<file path="config.mk">
export PLATFORM = sky130hd
export DESIGN_NAME = rgb_to_hsl_convert_unit
export DESIGN_NICKNAME = d
export VERILOG_FILES = /design/src/hw/rtl/rhc_pkg.sv /design/src/hw/rtl/rgb_to_hsl_convert_unit.sv
export SDC_FILE = /design/constraint.sdc
export NUM_CORES = 1
export LEC_CHECK = 0
export BUFFER_PORTS_ARGS = -buffer_cell sky130_fd_sc_hd__buf_2
export CAP_MARGIN = 20
export CORE_UTILIZATION = 50
export DETAILED_ROUTE_END_ITERATION = 8
export PLACE_DENSITY = 0.75
export SYNTH_ARGS = -nofsm -noshare
export SYNTH_HDL_FRONTEND = slang
export SYNTH_SLANG_ARGS = --single-unit
</file>
<file path="constraint.sdc">
create_clock -name i_clk -period 12.2 [get_ports i_clk]
set_clock_uncertainty 0.15 [all_clocks]
set_input_delay 1.22 -clock i_clk [delete_from_list [all_inputs] [get_ports i_clk]]
set_output_delay 1.22 -clock i_clk [all_outputs]
set_load 0.05 [all_outputs]
</file>
<file path="src/hw/rtl/rhc_pkg.sv">
// ----------------------------------------------------------------------------
// rhc_pkg
// Types, widths and constants of the RGB to HSL converter.
// ----------------------------------------------------------------------------
package rhc_pkg;

    localparam int COMP_W   = 8;   // one color component
    localparam int HUE_W    = 15;
    localparam int SAT_W    = 16;
    localparam int SUM_W    = 9;
    localparam int IN_W     = 24;  // red, green, blue
    localparam int OUT_W    = 40;  // hue, saturation, lightness_sum
    localparam int QUO_W    = 16;  // divider quotient
    localparam int DEN_W    = 9;   // divider divisor and remainder
    localparam int DIV_BITS = 4;   // quotient bits per divider stage
    localparam int DIV_STG  = QUO_W / DIV_BITS;

    localparam logic [HUE_W-1:0] HUE_LIMIT  = 15'd23040; // 360 deg in 1/64 deg
    localparam logic [SUM_W-1:0] SUM_WHITE  = 9'd510;
    localparam logic [SUM_W-1:0] SUM_MID    = 9'd255;
    localparam logic [14:0]      HUE_GREEN  = 15'd7680;
    localparam logic [14:0]      HUE_BLUE   = 15'd15360;
    localparam logic [17:0]      SAT_SCALE2 = 18'd131070; // 2 * 65535

    typedef enum logic [1:0] {
        SEC_RED,
        SEC_GREEN,
        SEC_BLUE
    } t_sector;

    // one restoring-division lane in flight
    typedef struct packed {
        logic [DEN_W-1:0] rem;  // partial remainder
        logic [QUO_W-1:0] lo;   // dividend bits not yet consumed, MSB first
        logic [QUO_W-1:0] quo;  // quotient bits so far
    } t_div_st;

    // DIV_BITS steps of restoring division
    function automatic t_div_st div_step(input t_div_st s, input logic [DEN_W-1:0] den);
        t_div_st          o;
        logic [DEN_W:0]   t;
        o = s;
        for (int i = 0; i < DIV_BITS; i++) begin
            t    = {o.rem, o.lo[QUO_W-1]};
            o.lo = {o.lo[QUO_W-2:0], 1'b0};
            if (t >= {1'b0, den}) begin
                t     = t - {1'b0, den};
                o.quo = {o.quo[QUO_W-2:0], 1'b1};
            end else begin
                o.quo = {o.quo[QUO_W-2:0], 1'b0};
            end
            o.rem = t[DEN_W-1:0];
        end
        return o;
    endfunction

endpackage

</file>
<file path="src/hw/rtl/rgb_to_hsl_convert_unit.sv">
// ----------------------------------------------------------------------------
// rgb_to_hsl_convert_unit
// Pipelined RGB888 to hue / saturation / lightness-sum converter.
// ----------------------------------------------------------------------------
// Usage:
//   Input stream (s_axis): one beat per pixel, tdata = {blue, green, red},
//   red in the low byte. Output stream (m_axis): one beat per pixel in the
//   same order, tdata = {lightness_sum[8:0], saturation[15:0], hue[14:0]}.
//   hue is in 1/64 degree (0..23039), saturation is 0..65535 for 0..1.0,
//   lightness_sum is max+min (0..510). Grey pixels give hue = sat = 0.
// Timing:
//   Six register stages: min/max and sector pick, numerator build, then four
//   restoring-divider stages that each retire 4 quotient bits of both the
//   hue and the saturation quotient (the last one is the output register).
//   Output valid rises once the beat has been registered in every stage in
//   turn; throughput is one pixel per clock while the receiver does not
//   stall, set by the divider being fully unrolled across stages.
// Reset / stall:
//   Synchronous active-low reset clears every stage valid; payload is not
//   reset. Each stage has its own ready, so a stalled receiver fills the
//   bubbles first; input tready drops only once every stage holds a beat.
//   No beat is lost or duplicated under any stall pattern.
// ----------------------------------------------------------------------------
module rgb_to_hsl_convert_unit
    import rhc_pkg::*;
(
    input  logic              i_clk,
    input  logic              i_rst_n,
    input  logic              i_s_axis_tvalid,
    output logic              o_s_axis_tready,
    input  logic [IN_W-1:0]   i_s_axis_tdata,   // red[7:0], green[15:8], blue[23:16]
    output logic              o_m_axis_tvalid,
    input  logic              i_m_axis_tready,
    output logic [OUT_W-1:0]  o_m_axis_tdata    // hue[14:0], sat[30:15], sum[39:31]
);

    // ---------------- stage 1: max / min / sector ----------------
    logic [COMP_W-1:0] red, green, blue, mx, mn;
    t_sector           n_s1_sec;
    logic signed [8:0] n_s1_diff;

    logic              r_s1_vld;
    t_sector           r_s1_sec;
    logic signed [8:0] r_s1_diff;
    logic [COMP_W-1:0] r_s1_chroma;
    logic [SUM_W-1:0]  r_s1_sum;

    logic rdy_s1, rdy_s2;
    logic [DIV_STG-1:0] rdy_dv;

    assign red   = i_s_axis_tdata[7:0];
    assign green = i_s_axis_tdata[15:8];
    assign blue  = i_s_axis_tdata[23:16];

    always_comb begin
        mx = red;
        mn = red;
        if (green > mx) mx = green;
        if (blue  > mx) mx = blue;
        if (green < mn) mn = green;
        if (blue  < mn) mn = blue;
        // red wins ties, then green
        if (mx == red) begin
            n_s1_sec  = SEC_RED;
            n_s1_diff = $signed({1'b0, green}) - $signed({1'b0, blue});
        end else if (mx == green) begin
            n_s1_sec  = SEC_GREEN;
            n_s1_diff = $signed({1'b0, blue}) - $signed({1'b0, red});
        end else begin
            n_s1_sec  = SEC_BLUE;
            n_s1_diff = $signed({1'b0, red}) - $signed({1'b0, green});
        end
    end

    assign rdy_s1          = !r_s1_vld || rdy_s2;
    assign o_s_axis_tready = rdy_s1;

    always_ff @(posedge i_clk) begin
        if (!i_rst_n) begin
            r_s1_vld <= 1'b0;
        end else if (rdy_s1) begin
            r_s1_vld <= i_s_axis_tvalid;
        end
    end

    always_ff @(posedge i_clk) begin
        if (rdy_s1) begin
            r_s1_sec    <= n_s1_sec;
            r_s1_diff   <= n_s1_diff;
            r_s1_chroma <= mx - mn;
            r_s1_sum    <= {1'b0, mx} + {1'b0, mn};
        end
    end

    // ---------------- stage 2: dividends and divisors ----------------
    // hue  = floor((2N + c) / 2c), N = 3840*diff + base*c (wrapped)
    // sat  = floor((2*65535*c + d) / 2d), d = 255 - |sum - 255|
    logic signed [24:0] hue_n;
    logic signed [24:0] hue_base;
    logic [23:0]        hue_num;
    logic [24:0]        sat_num;
    logic [COMP_W-1:0]  sat_d;
    logic               grey;
    t_div_st            n_s2_h, n_s2_s;
    logic [DEN_W-1:0]   n_s2_den_h, n_s2_den_s;

    logic               r_s2_vld;
    t_div_st            r_s2_h, r_s2_s;
    logic [DEN_W-1:0]   r_s2_den_h, r_s2_den_s;
    logic [SUM_W-1:0]   r_s2_sum;

    always_comb begin
        grey = (r_s1_chroma == '0);
        case (r_s1_sec)
            SEC_RED:   hue_base = r_s1_diff[8]
                                  ? $signed({10'd0, HUE_LIMIT} * {17'd0, r_s1_chroma})
                                  : 25'sd0;
            SEC_GREEN: hue_base = $signed({10'd0, HUE_GREEN} * {17'd0, r_s1_chroma});
            SEC_BLUE:  hue_base = $signed({10'd0, HUE_BLUE} * {17'd0, r_s1_chroma});
            default:   hue_base = 25'sd0;
        endcase
        // 3840*diff = diff*4096 - diff*256
        hue_n   = ($signed({{16{r_s1_diff[8]}}, r_s1_diff}) <<< 12)
                - ($signed({{16{r_s1_diff[8]}}, r_s1_diff}) <<< 8)
                + hue_base;
        hue_num = {hue_n[22:0], 1'b0} + {16'd0, r_s1_chroma};

        sat_d   = (r_s1_sum <= SUM_MID) ? r_s1_sum[7:0] : 8'(SUM_WHITE - r_s1_sum);
        sat_num = 25'({7'd0, SAT_SCALE2} * {17'd0, r_s1_chroma}) + {17'd0, sat_d};

        n_s2_h.rem = grey ? '0 : {1'b0, hue_num[23:16]};
        n_s2_h.lo  = grey ? '0 : hue_num[15:0];
        n_s2_h.quo = '0;
        n_s2_s.rem = grey ? '0 : sat_num[24:16];
        n_s2_s.lo  = grey ? '0 : sat_num[15:0];
        n_s2_s.quo = '0;
        n_s2_den_h = grey ? DEN_W'(2) : {r_s1_chroma, 1'b0};
        n_s2_den_s = grey ? DEN_W'(2) : {sat_d, 1'b0};
    end

    assign rdy_s2 = !r_s2_vld || rdy_dv[0];

    always_ff @(posedge i_clk) begin
        if (!i_rst_n) begin
            r_s2_vld <= 1'b0;
        end else if (rdy_s2) begin
            r_s2_vld <= r_s1_vld;
        end
    end

    always_ff @(posedge i_clk) begin
        if (rdy_s2) begin
            r_s2_h     <= n_s2_h;
            r_s2_s     <= n_s2_s;
            r_s2_den_h <= n_s2_den_h;
            r_s2_den_s <= n_s2_den_s;
            r_s2_sum   <= r_s1_sum;
        end
    end

    // ---------------- stages 3..6: divider ----------------
    logic             r_dv_vld   [DIV_STG];
    t_div_st          r_dv_h     [DIV_STG];
    t_div_st          r_dv_s     [DIV_STG];
    logic [DEN_W-1:0] r_dv_den_h [DIV_STG];
    logic [DEN_W-1:0] r_dv_den_s [DIV_STG];
    logic [SUM_W-1:0] r_dv_sum   [DIV_STG];

    for (genvar k = 0; k < DIV_STG; k++) begin : g_div
        logic             up_vld;
        t_div_st          up_h, up_s;
        logic [DEN_W-1:0] up_den_h, up_den_s;
        logic [SUM_W-1:0] up_sum;
        logic             dn_rdy;

        if (k == 0) begin : g_first
            assign up_vld   = r_s2_vld;
            assign up_h     = r_s2_h;
            assign up_s     = r_s2_s;
            assign up_den_h = r_s2_den_h;
            assign up_den_s = r_s2_den_s;
            assign up_sum   = r_s2_sum;
        end else begin : g_next
            assign up_vld   = r_dv_vld[k-1];
            assign up_h     = r_dv_h[k-1];
            assign up_s     = r_dv_s[k-1];
            assign up_den_h = r_dv_den_h[k-1];
            assign up_den_s = r_dv_den_s[k-1];
            assign up_sum   = r_dv_sum[k-1];
        end

        if (k == DIV_STG-1) begin : g_last
            assign dn_rdy = i_m_axis_tready;
        end else begin : g_mid
            assign dn_rdy = rdy_dv[k+1];
        end

        assign rdy_dv[k] = !r_dv_vld[k] || dn_rdy;

        always_ff @(posedge i_clk) begin
            if (!i_rst_n) begin
                r_dv_vld[k] <= 1'b0;
            end else if (rdy_dv[k]) begin
                r_dv_vld[k] <= up_vld;
            end
        end

        always_ff @(posedge i_clk) begin
            if (rdy_dv[k]) begin
                r_dv_h[k]     <= div_step(up_h, up_den_h);
                r_dv_s[k]     <= div_step(up_s, up_den_s);
                r_dv_den_h[k] <= up_den_h;
                r_dv_den_s[k] <= up_den_s;
                r_dv_sum[k]   <= up_sum;
            end
        end
    end

    // ---------------- output ----------------
    assign o_m_axis_tvalid = r_dv_vld[DIV_STG-1];
    assign o_m_axis_tdata  = {r_dv_sum[DIV_STG-1],
                              r_dv_s[DIV_STG-1].quo,
                              r_dv_h[DIV_STG-1].quo[HUE_W-1:0]};

endmodule

</file>
==> impl_summary.md <==
Outcome
The run finished with clean final reports.

CTS
The largest buffer count on any clock path is 3. The number of buffers created by CTS is 39. The number of hold buffers added after cts is 0. At the later pin of the worst-skew pair, clock insertion delay measures 550 ps. The clock net in this run drives a total of 333 sinks.

After clock tree synthesis, the setup repair step added 0 buffers. TritonCTS built the clock tree. The H-tree generated during clock tree synthesis spans 2 levels. Clock-pin slew was measured on the worst setup and hold paths at 60 ps.

Once the clock tree was built, the resizer swapped 0 gates to a different size. The tree is rooted in a clkbuf_16.

Finish
The area growth from synthesis to final layout is 8.30%. The number of nets in the final layout is 3799. Measured on the finished design, the core utilization comes to 54.6%. The share of final-layout standard cells stronger than drive strength 1 is 7.66%. 0 antenna diodes ended up in the layout.

Setup path
The arrival time of data at the critical path endpoint is 10750 ps. The worst reg-to-reg path cell count is 35. The critical path in this run is classified as reg2reg. The peak fanout along the critical path is 16.

In this design, the stage delay of the slowest critical-path cell is 690 ps. The data required time of the worst path is 12340 ps. The capturing element type of the critical path is a register.

The startpoint class of the critical path is a register. The slowest cell on the critical path is nor2_1.

Timing
Of the available clock period, the critical path in the final layout requires 86.9%. The total count of hold-check failures in the final report is 0. The sum of negative setup slack is 0 ps. The transition time at the pin with the least slew margin is 1140 ps. The worst slew margin relative to its limit is 23.8%. The number of endpoints failing setup at the final stage is 0. The final hold slack is 250 ps. The routed design could run at a clock period as short as 10600 ps. Setup repair after global routing left no endpoint under its margin. The final number of max-transition violations is 0.

The achievable frequency is 0.0943 GHz.

Floorplanning
The region available for standard cell placement spans 61600 um^2. The floorplan has 91 rows. The die is 251 um wide. The initial utilization of the core area, before any placement, comes to 50.4%. During I/O placement, the number of pins put on the boundary was 70. The die covers 63100 um^2. The floorplan step set the die height to 251 um.

Synth
The share of synthesized area occupied by flip-flops and latches is 32.1%. The Yosys step of the flow raised 0 warnings. The average size of a mapped cell is 9.76 um^2. The top cell type by area accounts for 31.9% of the synthesized area. The fraction of synthesized cell area in xor and xnor cells is 7.36%. The commonest cells after synthesis are ha_1 (412), inv_1 (360), edfxtp_1 (330). After synthesis, the largest family of logic cells by area is adder cells. In the synthesized netlist the dominant register cell turns out to be edfxtp_1. The cell count after synthesis is 3184. The number of enable flip-flop cells after synthesis is 330.

When the netlist entered floorplanning its net count stood at 3717. After Yosys synthesis, full adders, half adders and majority gates account for 22.6% of the synthesized area. The share of flip-flops with an asynchronous set or reset is 0%. By area the synthesized netlist is led by edfxtp_1 (32%), ha_1 (17%), fa_1 (6.0%). The area share of and/or/nand/nor cells after synthesis is 12.1%. After synthesis, the netlist uses 86 different library cells. ha_1 is the most common cell in the netlist. In this run, synthesis produced a sequential element count of 333. The complex-gate fraction of the synthesized area is 16.2%. The combined area of all synthesized cells is 31100 um^2. Multiplexer cells account for 4.61% of the synthesized area. Of all cell types, the one taking the most synthesized area is edfxtp_1.

Hold path
The class of the worst hold path is reg2reg. The worst hold path was traced through 0 stages.

Global route
The first global-routing pass estimated 111 mm of wire. The total overflow left after global routing is 0. The pin count of the biggest net entering global routing is 69. The number of global-route vias before repair is 22671. The number of antenna violations at the first check in global routing is 0.

Global routing used 21.3% of the available tracks.

Placed design
Once detailed placement completed, the half-perimeter wirelength came to 52.8 mm. The final RePlAce weighted congestion is 0.915. During placement, the flow inserted port buffers numbering 69.

Detailed routing
Once detail routing completed, the nets flagged for antenna violations numbered 0. In the final routed layout, each cell accounts on average for 16.3 um. The number of DRC violations after detailed routing is 0. The number of detailed-route iterations in the first pass is 7. After detailed routing, the total wire length is 67.2 mm.

The via count is 23361. Using the TritonRoute via totals, the vias-per-cell ratio works out to 5.66. The initial DRC count is 1266.

Job
The tool flagged a number of max-cap violations equal to 0.
[sequential cells by signal, summed over array words and instances, names as in the netlist, 8 cells and up]
name and count:
r_dv_s 90, r_dv_h 83, r_dv_sum 36, g_div.up_s 24, r_dv_den_s 24, g_div.up_h 23, g_div.up_sum 9, r_s1_diff 9
r_s1_chroma 8, r_s1_sum 8
[worst max-delay path: cells and delay by family, from the launching register on]
kind | cells | cell delay, ps
simple gates | 10 | 2490
flops | 1 | 480
fa+ha+maj | 4 | 1320
buf+inv | 3 | 530
compound gates | 18 | 5380
[through the flow]
| step | area, um^2 | worst slack (ps) | std cells |
|---|---|---|---|
| floorplan | 31100 | 3270 | 3184 |
| global placement | 32400 | 1980 | 4062 |
| detailed placement | 32400 | 1850 | 4062 |
| CTS | 33600 | 1810 | 4128 |
| global route | 33600 | 613 | 4128 |
| finish | 33600 | 1600 | 4128 |
[cells by family (layout without fill, tap and decap cells)]
group / after synthesis / in the layout
AND/OR/NAND/NOR: 752 / 752
adder cells (fa/ha/maj): 505 / 505
XOR/XNOR: 261 / 261
AO/OA/AOI/OAI: 789 / 789
multiplexers: 134 / 134
buffers and inverters: 410 / 517
flip-flops: 333 / 333
[routing by layer]
layer	wire length (um)	vias to the layer above	track usage, %
met4	1400	0	5.77
met5	0	-	0
li1	-	11703	-
met2	32000	445	36.6
met1	31200	11128	28.4
met3	2650	85	2.42
[layout by cell type (no fill, tap or decap), types with 28 or more instances in the layout]
master and n:
xor2_1 102, mux2i_1 72, nand3_1 35, o21a_1 28, nand2_1 181, ha_1 412
nand4_1 46, clkbuf_16 41, fa_1 93, inv_1 357, edfxtp_1 330, a21oi_1 253
nor2_1 197, buf_2 69, xnor2_1 159, o21ai_0 179, a211oi_1 28, a21o_1 94
nor3_1 50, nor2b_1 60, nand2b_1 48, mux2_2 58
[area by class of cell]
| class | instances | area [um^2] |
|---|---|---|
| Fill cell | 5395 | 28000 |
| Multi-Input combinational cell | 2441 | 19600 |
| Sequential cell | 333 | 9970 |
| Inverter | 363 | 1360 |
| Tap cell | 837 | 1050 |
| Clock buffer | 46 | 1040 |
| Timing Repair Buffer | 88 | 488 |
| Clock inverter | 20 | 174 |
[path summary, 6_finish.rpt]
| check | end | slack [ps] | startpoint |
|---|---|---|---|
| hold / removal | r_dv_sum[0][3] | 250 | g_div[0].up_sum[3] |
| hold reg to reg | r_dv_sum[0][3] | 250 | g_div[0].up_sum[3] |
| setup / recovery | r_dv_s[0][32] | 1600 | g_div[0].up_den_s[2] |
| setup reg to reg | r_dv_s[0][32] | 1600 | g_div[0].up_den_s[2] |
Power is not shown: default switching activity piles up to over one toggle a cycle in this logic, so the estimate is an artifact.
